**src/scytale_transposition_unit_assert.svh**
```systemverilog
// Assertion macros for the scytale transposition unit.
`ifndef SCYTALE_TRANSPOSITION_UNIT_ASSERT_SVH
`define SCYTALE_TRANSPOSITION_UNIT_ASSERT_SVH

// Same-cycle implication, checked on every clock edge outside reset.
`define SCYT_ASSERT_NOW(label, ante, cons, msg) \
    label: assert property (@(posedge i_clk) disable iff (!i_rst_n) \
        (ante) |-> (cons)) else $error(msg);

// Next-cycle implication, checked on every clock edge outside reset.
`define SCYT_ASSERT_NEXT(label, ante, cons, msg) \
    label: assert property (@(posedge i_clk) disable iff (!i_rst_n) \
        (ante) |=> (cons)) else $error(msg);

`endif

```
**src/scyt_pkg.sv**
```systemverilog
`timescale 1ns / 1ps
`default_nettype none

package scyt_pkg;

    localparam int MAX_LEN  = 32;
    localparam int ADDR_W   = $clog2(MAX_LEN);
    localparam int LEN_W    = ADDR_W + 1;
    localparam int ROW_W    = 6;
    localparam int ACC_W    = ROW_W + 1;
    localparam int CFG_IDX_W = 1;

    localparam logic [7:0]       SPACE_CHAR = 8'h20;
    localparam logic [ROW_W-1:0] ROWS_RESET = 6'd6;

    localparam logic [CFG_IDX_W-1:0] REG_ROW_COUNT    = 1'b0;
    localparam logic [CFG_IDX_W-1:0] REG_DECRYPT_MODE = 1'b1;

    typedef struct packed {
        logic [7:0] char_in;
        logic       last_in;
    } t_in;

    typedef struct packed {
        logic [7:0] char_out;
        logic       last_out;
        logic       overflow;
    } t_out;

    typedef enum logic [1:0] {
        ST_LOAD,
        ST_COLS,
        ST_READ,
        ST_OUT
    } t_state;

    typedef struct packed {
        logic load;
        logic cols_init;
        logic cols_step;
        logic emit_init;
        logic rd;
        logic adv;
        logic clear;
    } t_cmd;

    typedef struct packed {
        logic cols_done;
        logic last_cell;
    } t_status;

endpackage

`default_nettype wire

```
**src/scyt_dp.sv**
```systemverilog
`timescale 1ns / 1ps
`default_nettype none

module scyt_dp (
    input  wire logic                     i_clk,
    input  wire logic                     i_rst_n,
    input  wire scyt_pkg::t_cmd           i_cmd,
    input  wire scyt_pkg::t_in            i_in_data,
    input  wire logic [scyt_pkg::ROW_W-1:0] i_row_count,
    input  wire logic                     i_decrypt_mode,
    output scyt_pkg::t_status             o_status,
    output scyt_pkg::t_out                o_out_data
);
    import scyt_pkg::*;

    logic [7:0]       mem [MAX_LEN];
    logic [LEN_W-1:0] r_len;
    logic             r_drop;
    logic [ACC_W-1:0] r_acc;
    logic [ROW_W-1:0] r_cols;
    logic [ROW_W-1:0] r_row;
    logic [ROW_W-1:0] r_col;
    logic [ROW_W-1:0] r_idx;
    logic [7:0]       r_rd_char;
    logic             r_hit;
    logic             r_last;

    logic [ROW_W-1:0] rows_eff;
    logic             row_end;
    logic             col_end;

    assign rows_eff = (i_row_count == '0) ? ROW_W'(1) : i_row_count;
    assign row_end  = (r_row == rows_eff - ROW_W'(1));
    assign col_end  = (r_col == r_cols - ROW_W'(1));

    // The message buffer holds only what was written; unwritten entries are never hit.
    always_ff @(posedge i_clk) begin
        if (i_cmd.load && (r_len < LEN_W'(MAX_LEN))) begin
            mem[r_len[ADDR_W-1:0]] <= i_in_data.char_in;
        end
        if (i_cmd.rd) begin
            r_rd_char <= mem[r_idx[ADDR_W-1:0]];
        end
    end

    always_ff @(posedge i_clk) begin
        if (!i_rst_n) begin
            r_len  <= '0;
            r_drop <= 1'b0;
            r_cols <= ROW_W'(1);
        end else begin
            if (i_cmd.load) begin
                if (r_len < LEN_W'(MAX_LEN)) begin
                    r_len <= r_len + LEN_W'(1);
                end else begin
                    r_drop <= 1'b1;
                end
            end
            if (i_cmd.clear) begin
                r_len  <= '0;
                r_drop <= 1'b0;
            end
            // Column count by repeated addition of the row count.
            if (i_cmd.cols_init) begin
                r_cols <= ROW_W'(1);
            end else if (i_cmd.cols_step) begin
                r_cols <= r_cols + ROW_W'(1);
            end
        end
    end

    always_ff @(posedge i_clk) begin
        if (i_cmd.cols_init) begin
            r_acc <= ACC_W'(rows_eff);
        end else if (i_cmd.cols_step) begin
            r_acc <= r_acc + ACC_W'(rows_eff);
        end

        if (i_cmd.emit_init) begin
            r_row <= '0;
            r_col <= '0;
            r_idx <= '0;
        end else if (i_cmd.adv) begin
            if (!i_decrypt_mode) begin
                // Row-major read of a column-filled grid.
                if (col_end) begin
                    r_col <= '0;
                    r_row <= r_row + ROW_W'(1);
                    r_idx <= r_row + ROW_W'(1);
                end else begin
                    r_col <= r_col + ROW_W'(1);
                    r_idx <= r_idx + rows_eff;
                end
            end else begin
                // Column-major read of a row-filled grid.
                if (row_end) begin
                    r_row <= '0;
                    r_col <= r_col + ROW_W'(1);
                    r_idx <= r_col + ROW_W'(1);
                end else begin
                    r_row <= r_row + ROW_W'(1);
                    r_idx <= r_idx + r_cols;
                end
            end
        end

        if (i_cmd.rd) begin
            r_hit  <= ({1'b0, r_idx[ROW_W-2:0]} < r_len) && !r_idx[ROW_W-1];
            r_last <= row_end && col_end;
        end
    end

    assign o_status.cols_done = (r_acc >= ACC_W'(r_len));
    assign o_status.last_cell = r_last;

    assign o_out_data.char_out = r_hit ? r_rd_char : SPACE_CHAR;
    assign o_out_data.last_out = r_last;
    assign o_out_data.overflow = r_drop;

endmodule

`default_nettype wire

```
**src/scyt_ctrl.sv**
```systemverilog
`timescale 1ns / 1ps
`default_nettype none

module scyt_ctrl (
    input  wire logic              i_clk,
    input  wire logic              i_rst_n,
    input  wire logic              i_in_valid,
    input  wire logic              i_in_last,
    input  wire logic              i_out_ready,
    input  wire scyt_pkg::t_status i_status,
    output logic                   o_in_ready,
    output logic                   o_out_valid,
    output scyt_pkg::t_cmd         o_cmd
);
    import scyt_pkg::*;

    t_state r_state;
    t_state n_state;

    always_ff @(posedge i_clk) begin
        if (!i_rst_n) begin
            r_state <= ST_LOAD;
        end else begin
            r_state <= n_state;
        end
    end

    always_comb begin
        n_state     = r_state;
        o_cmd       = '0;
        o_in_ready  = 1'b0;
        o_out_valid = 1'b0;
        case (r_state)
            ST_LOAD: begin
                o_in_ready = 1'b1;
                if (i_in_valid) begin
                    o_cmd.load = 1'b1;
                    if (i_in_last) begin
                        o_cmd.cols_init = 1'b1;
                        n_state         = ST_COLS;
                    end
                end
            end
            ST_COLS: begin
                if (i_status.cols_done) begin
                    o_cmd.emit_init = 1'b1;
                    n_state         = ST_READ;
                end else begin
                    o_cmd.cols_step = 1'b1;
                end
            end
            ST_READ: begin
                o_cmd.rd = 1'b1;
                n_state  = ST_OUT;
            end
            ST_OUT: begin
                o_out_valid = 1'b1;
                if (i_out_ready) begin
                    if (i_status.last_cell) begin
                        o_cmd.clear = 1'b1;
                        n_state     = ST_LOAD;
                    end else begin
                        o_cmd.adv = 1'b1;
                        n_state   = ST_READ;
                    end
                end
            end
            default: begin
                n_state = ST_LOAD;
            end
        endcase
    end

endmodule

`default_nettype wire

```
**src/scytale_transposition_unit.sv**
```systemverilog
// Scytale transposition unit. Message bytes stream in one per cycle while the unit
// is loading, up to 32 of them; bytes beyond that are dropped and every output of
// that message carries the overflow flag. The byte marked last closes the message:
// with R rows (zero counts as one) and L bytes the grid has ceil(L/R) columns, or
// one if L <= R, and exactly R times that many bytes come out, spaces filling the
// empty cells. Encrypt mode fills the grid by columns and reads it by rows; decrypt
// mode does the reverse. After the last byte the column count is found by
// repeated addition of R; each output byte is then read from the buffer and held
// in the output register until the consumer takes it, before the next is read.
// No input is taken while a message is being emitted. Configuration is written
// through its own port, always ready.
`timescale 1ns / 1ps
`default_nettype none

module scytale_transposition_unit (
    input  wire logic                           i_clk,
    input  wire logic                           i_rst_n,
    input  wire logic                           i_in_valid,
    output logic                                o_in_ready,
    input  wire scyt_pkg::t_in                  i_in_data,
    output logic                                o_out_valid,
    input  wire logic                           i_out_ready,
    output scyt_pkg::t_out                      o_out_data,
    input  wire logic                           i_cfg_valid,
    output logic                                o_cfg_ready,
    input  wire logic [scyt_pkg::CFG_IDX_W-1:0] i_cfg_index,
    input  wire logic [scyt_pkg::ROW_W-1:0]     i_cfg_data
);
    import scyt_pkg::*;

    logic [ROW_W-1:0] r_row_count;
    logic             r_decrypt_mode;
    t_cmd             cmd;
    t_status          status;

    assign o_cfg_ready = 1'b1;

    always_ff @(posedge i_clk) begin
        if (!i_rst_n) begin
            r_row_count    <= ROWS_RESET;
            r_decrypt_mode <= 1'b0;
        end else if (i_cfg_valid) begin
            case (i_cfg_index)
                REG_ROW_COUNT:    r_row_count    <= i_cfg_data;
                REG_DECRYPT_MODE: r_decrypt_mode <= i_cfg_data[0];
                default: begin
                end
            endcase
        end
    end

    scyt_ctrl u_ctrl (
        .i_clk       (i_clk),
        .i_rst_n     (i_rst_n),
        .i_in_valid  (i_in_valid),
        .i_in_last   (i_in_data.last_in),
        .i_out_ready (i_out_ready),
        .i_status    (status),
        .o_in_ready  (o_in_ready),
        .o_out_valid (o_out_valid),
        .o_cmd       (cmd)
    );

    scyt_dp u_dp (
        .i_clk          (i_clk),
        .i_rst_n        (i_rst_n),
        .i_cmd          (cmd),
        .i_in_data      (i_in_data),
        .i_row_count    (r_row_count),
        .i_decrypt_mode (r_decrypt_mode),
        .o_status       (status),
        .o_out_data     (o_out_data)
    );

`include "scytale_transposition_unit_assert.svh"

    `SCYT_ASSERT_NOW(a_no_input_while_emitting, o_out_valid, !o_in_ready,
        "input ready while a result is pending")
    `SCYT_ASSERT_NEXT(a_last_in_closes_load, i_in_valid && o_in_ready && i_in_data.last_in,
        !o_in_ready, "input still taken after the last byte of a message")
    `SCYT_ASSERT_NEXT(a_last_out_reopens_load,
        o_out_valid && i_out_ready && o_out_data.last_out, o_in_ready && !o_out_valid,
        "unit did not return to loading after the final output byte")

endmodule

`default_nettype wire
```
**config.mk**
```make
export PLATFORM = sky130hd
export DESIGN_NAME = scytale_transposition_unit
export DESIGN_NICKNAME = d
export VERILOG_FILES = /design/src/scyt_pkg.sv /design/src/scyt_dp.sv /design/src/scyt_ctrl.sv /design/src/scytale_transposition_unit.sv
export VERILOG_INCLUDE_DIRS = /design/src /design/src/src
export SDC_FILE = /design/constraint.sdc
export NUM_CORES = 1
export LEC_CHECK = 0
export BUFFER_PORTS_ARGS = -buffer_cell sky130_fd_sc_hd__buf_2
export CAP_MARGIN = 20
export CORE_MARGIN = 2
export CORE_UTILIZATION = 45
export CTS_BUF_LIST = sky130_fd_sc_hd__clkbuf_8
export DETAILED_ROUTE_END_ITERATION = 12
export PLACE_DENSITY_LB_ADDON = 0.2
export SYNTH_ARGS = -nofsm -noshare
export SYNTH_HDL_FRONTEND = slang
export SYNTH_HIERARCHICAL = 1
export SYNTH_SLANG_ARGS = --single-unit
```
**constraint.sdc**
```tcl
create_clock -name i_clk -period 5.1 [get_ports i_clk]
set_input_delay 1.02 -clock i_clk [delete_from_list [all_inputs] [get_ports i_clk]]
set_output_delay 1.02 -clock i_clk [all_outputs]
set_load 0.01 [all_outputs]
```
==> results.yml <==
pwr:
  power.leakage_nw: 5.128
  finalPower_mw: 5.848
  ir_worst_vdd_v: 0.0002109
  p_per_area_nw_per_um2: 379.5
grt:
  grt_pass1_wl_um: 46710
  grt_use_total_pct: 18.86
  antenna_found_initial: 0
  grt_pass1_vias: 7756
  grt_overflow_total: 0
  grt_max_degree: 70
sta:
  finalCriticalPeriod_ns: 3.482
  timing.hold.ws_ns: 0.5271
  max_freq_mhz: 287.2
  worstMarginPinSlew_ns: 1.047
  fin_tns_setup_ns: 0
  clock_skew_ns: 0.01341
  slew_headroom_pct: 30.19
  grt_setup_unrepaired: "no"
  worst_slack_ns: 1.618
  drv_slew: 0
  setup_violations: 0
  min_period_over_period_pct: 68.27
  hold_violations: 0
clocking:
  clockBufferDepth: 3
  htreeDepth: 2
  postCtsHoldBufs: 0
  clkLatencyLatePin_ns: 0.56
  post_cts_buffers: 0
  cts_resized: 0
  cts_root_buf: "clkbuf_8"
  tritoncts: "yes"
  path_clk_slew_ns: 0.06
  cts_inserted_buffers: 51
  cts_sinks: 313
placed_design:
  dpl-instance-area_sq_um: 14410
  pre_cts_slack_ns: 1.524
  gp_congestion: 0.7785
  port_buffers: 32
  dpl.hpwl_um: 19500
synth:
  syn_area_per_cell_sq_um: 16.24
  synth_mux_area_share_pct: 15.20
  synth_cell_types: 65
  yosysMostFrequentCell: "edfxtp_1"
  synth_cells: 858
  ys_top_cells_by_count: "272 x edfxtp_1, 80 x mux4_2, 66 x nor2_1, 45 x nand2_1, 41 x dfxtp_1"
  synth_nets: 917
  ys.flop_type: "edfxtp_1"
  synth_fa_ha_area_share_pct: 3.573
  synth_compound_area_share_pct: 4.974
  synth_area_sq_um: 13940
  synth.area.top_cells: "edfxtp_1 59%, mux4_2 13%, dfxtp_1 5.9%, ha_1 3.1%, nor2_1 1.8%"
  ys_seq_area_share_pct: 64.49
  synth_edf_count: 272
  synth_xor_xnor_area_share_pct: 2.316
  ys_seq_elements: 313
  async_flop_share_pct: 0
  synth_top_area_cell: "edfxtp_1"
  synth_top_area_share_pct: 58.60
  synthSimpleGateAreaFrac_pct: 7.002
  ys.warnings.count: 6
  synth_top_family_by_area: "multiplexers"
routing:
  firstDrtPassIters: 5
  ant_nets: 0
  drt_iter0_drc: 596
  avgRoutedWirePerCell_um: 22.46
  vias_per_cell: 5.638
  drcViolationCount: 0
  drt_wl_total_um: 30180
  vias: 7577
floorplanning:
  die-area_sq_um: 32390
  die_y_um: 180.0
  coreArea_sq_um: 30510
  ioPinCount: 34
  fp-row-count: 64
  die-width_um: 180.0
  initial_core_util_pct: 45.68
hold_path:
  worst_hold_path_type: "reg2reg"
  hp-start: "r_row_count[0]$_SDFFE_PN0P_"
final_layout:
  nets: 967
  drive_above_1_share_pct: 23.21
  area_growth_pct: 10.55
  fill_cells: 2558
  regArea_sq_um: 8996
  multi_input_area_sq_um: 4612
  final_area_sq_um: 15410
  diodes: 0
worst_setup_path:
  endpoint_kind: "flip-flop"
  worstPathArrival_ns: 3.96
  crit_type: "reg2reg"
  start_kind: "flip-flop"
  rr_worst_depth: 13
  critPathCapture: "u_dp/r_idx[3]$_SDFFE_PP0P_"
  crit_path_max_fanout: 19
  worstPathRequired_ns: 5.58
  cp-startpoint: "u_dp/r_len[0]$_SDFFE_PP0P_"
  reg2reg_from: "u_dp/r_len[0]$_SDFFE_PP0P_"
  rr_endpoint: "u_dp/r_idx[3]$_SDFFE_PP0P_"
  reg2reg_slack_ns: 1.62
run_status:
  status: "finished, final reports clean"
flow_run:
  max_cap_violations: 0
[flip-flops by register name (all words and copies together), names as in the netlist]
register        count
u_dp/r_cols         6
r_decrypt_mode      1
u_dp/r_len          6
u_dp/r_last         1
u_ctrl/r_state      2
u_dp/r_drop         1
u_dp/r_hit          1
u_dp/r_col          6
u_dp/r_idx          6
u_dp/r_rd_char      8
u_dp/mem          256
u_dp/r_row          6
u_dp/r_acc          7
r_row_count         6
[metal layers]
layer | track usage, % | vias to the layer above | wire length (um)
met2 | 29.81 | 218 | 14080
met5 | 0 | - | 0
met1 | 27.43 | 3851 | 13930
li1 | - | 3456 | -
met4 | 5.333 | 0 | 573
met3 | 2.836 | 52 | 1590
[logic make-up after synthesis]
logic type,after synthesis
flops,313
other cells,1
fa+ha+maj,38
compound gates,93
mux,110
xor+xnor,36
simple gates,196
buf+inv,71
[stage by stage]
step | utilization [%] | instances
finish | 50.50 | 1344
global route | 50.50 | 1344
CTS | 50.37 | 1342
detailed placement | 47.23 | 1249
global placement | 47.23 | 1249
floorplan | - | 858
[layout make-up]
cell class	count	share of cell area (%)
clock buffer	51	4.556
sequential	313	58.39
timing repair buffer	39	1.551
tap	396	3.216
multi-input combinational	474	29.93
clock inverter	42	1.649
inverter	29	0.7065
[how the worst min path moves through the flow]
stage / cells past startpoint / slack, ns / endpoint
3_5_place_dp: 2 / 0.50 / u_dp/r_drop$_SDFFE_PP0P_
3_3_place_gp: 2 / 0.50 / u_dp/r_drop$_SDFFE_PP0P_
4_1_cts: 2 / 0.53 / u_dp/r_drop$_SDFFE_PP0P_
5_1_grt: 2 / 0.55 / u_dp/r_col[5]$_SDFFE_PP0P_
2_1_floorplan: 2 / 0.44 / u_dp/r_drop$_SDFFE_PP0P_
6_report: 2 / 0.53 / r_row_count[0]$_SDFFE_PN0P_
[critical path, cell delays in order, from the launching register on]
cell	delay [ns]
dfxtp_1	0.51
ha_1	0.28
nand2b_1	0.14
a21o_1	0.17
a21o_1	0.17
a21o_1	0.17
a21o_1	0.17
a211o_1	0.32
and3b_2	0.37
inv_1	0.46
nand2_1	0.21
nor3_1	0.24
mux2i_1	0.09
o211ai_1	0.10
[power breakdown]
part           internal [mW]  leakage [nW]  switching [mW]
Clock                   1.05         0.513           0.996
Sequential              2.87          2.79           0.113
Combinational          0.391          1.83           0.430
[placed cells by master (no fill, tap or decap), drive strengths merged, types with 4 or more instances in the layout]
cell type,n
xor2,12
buf,38
and3,4
clkinvlp,6
nand3,16
o31ai,5
dfxtp,41
a211oi,7
clkinv,24
a21o,12
inv,39
xnor2,24
nand2,45
clkbuf,52
nand2b,14
mux2i,20
mux2,10
nand4,5
nor2b,9
nor2,67
or3,7
edfxtp,272
nor3,6
a211o,4
o21ai,19
mux4,80
and2,10
o211ai,6
a21oi,15
ha,35
Power figures use the tool's default switching activity.
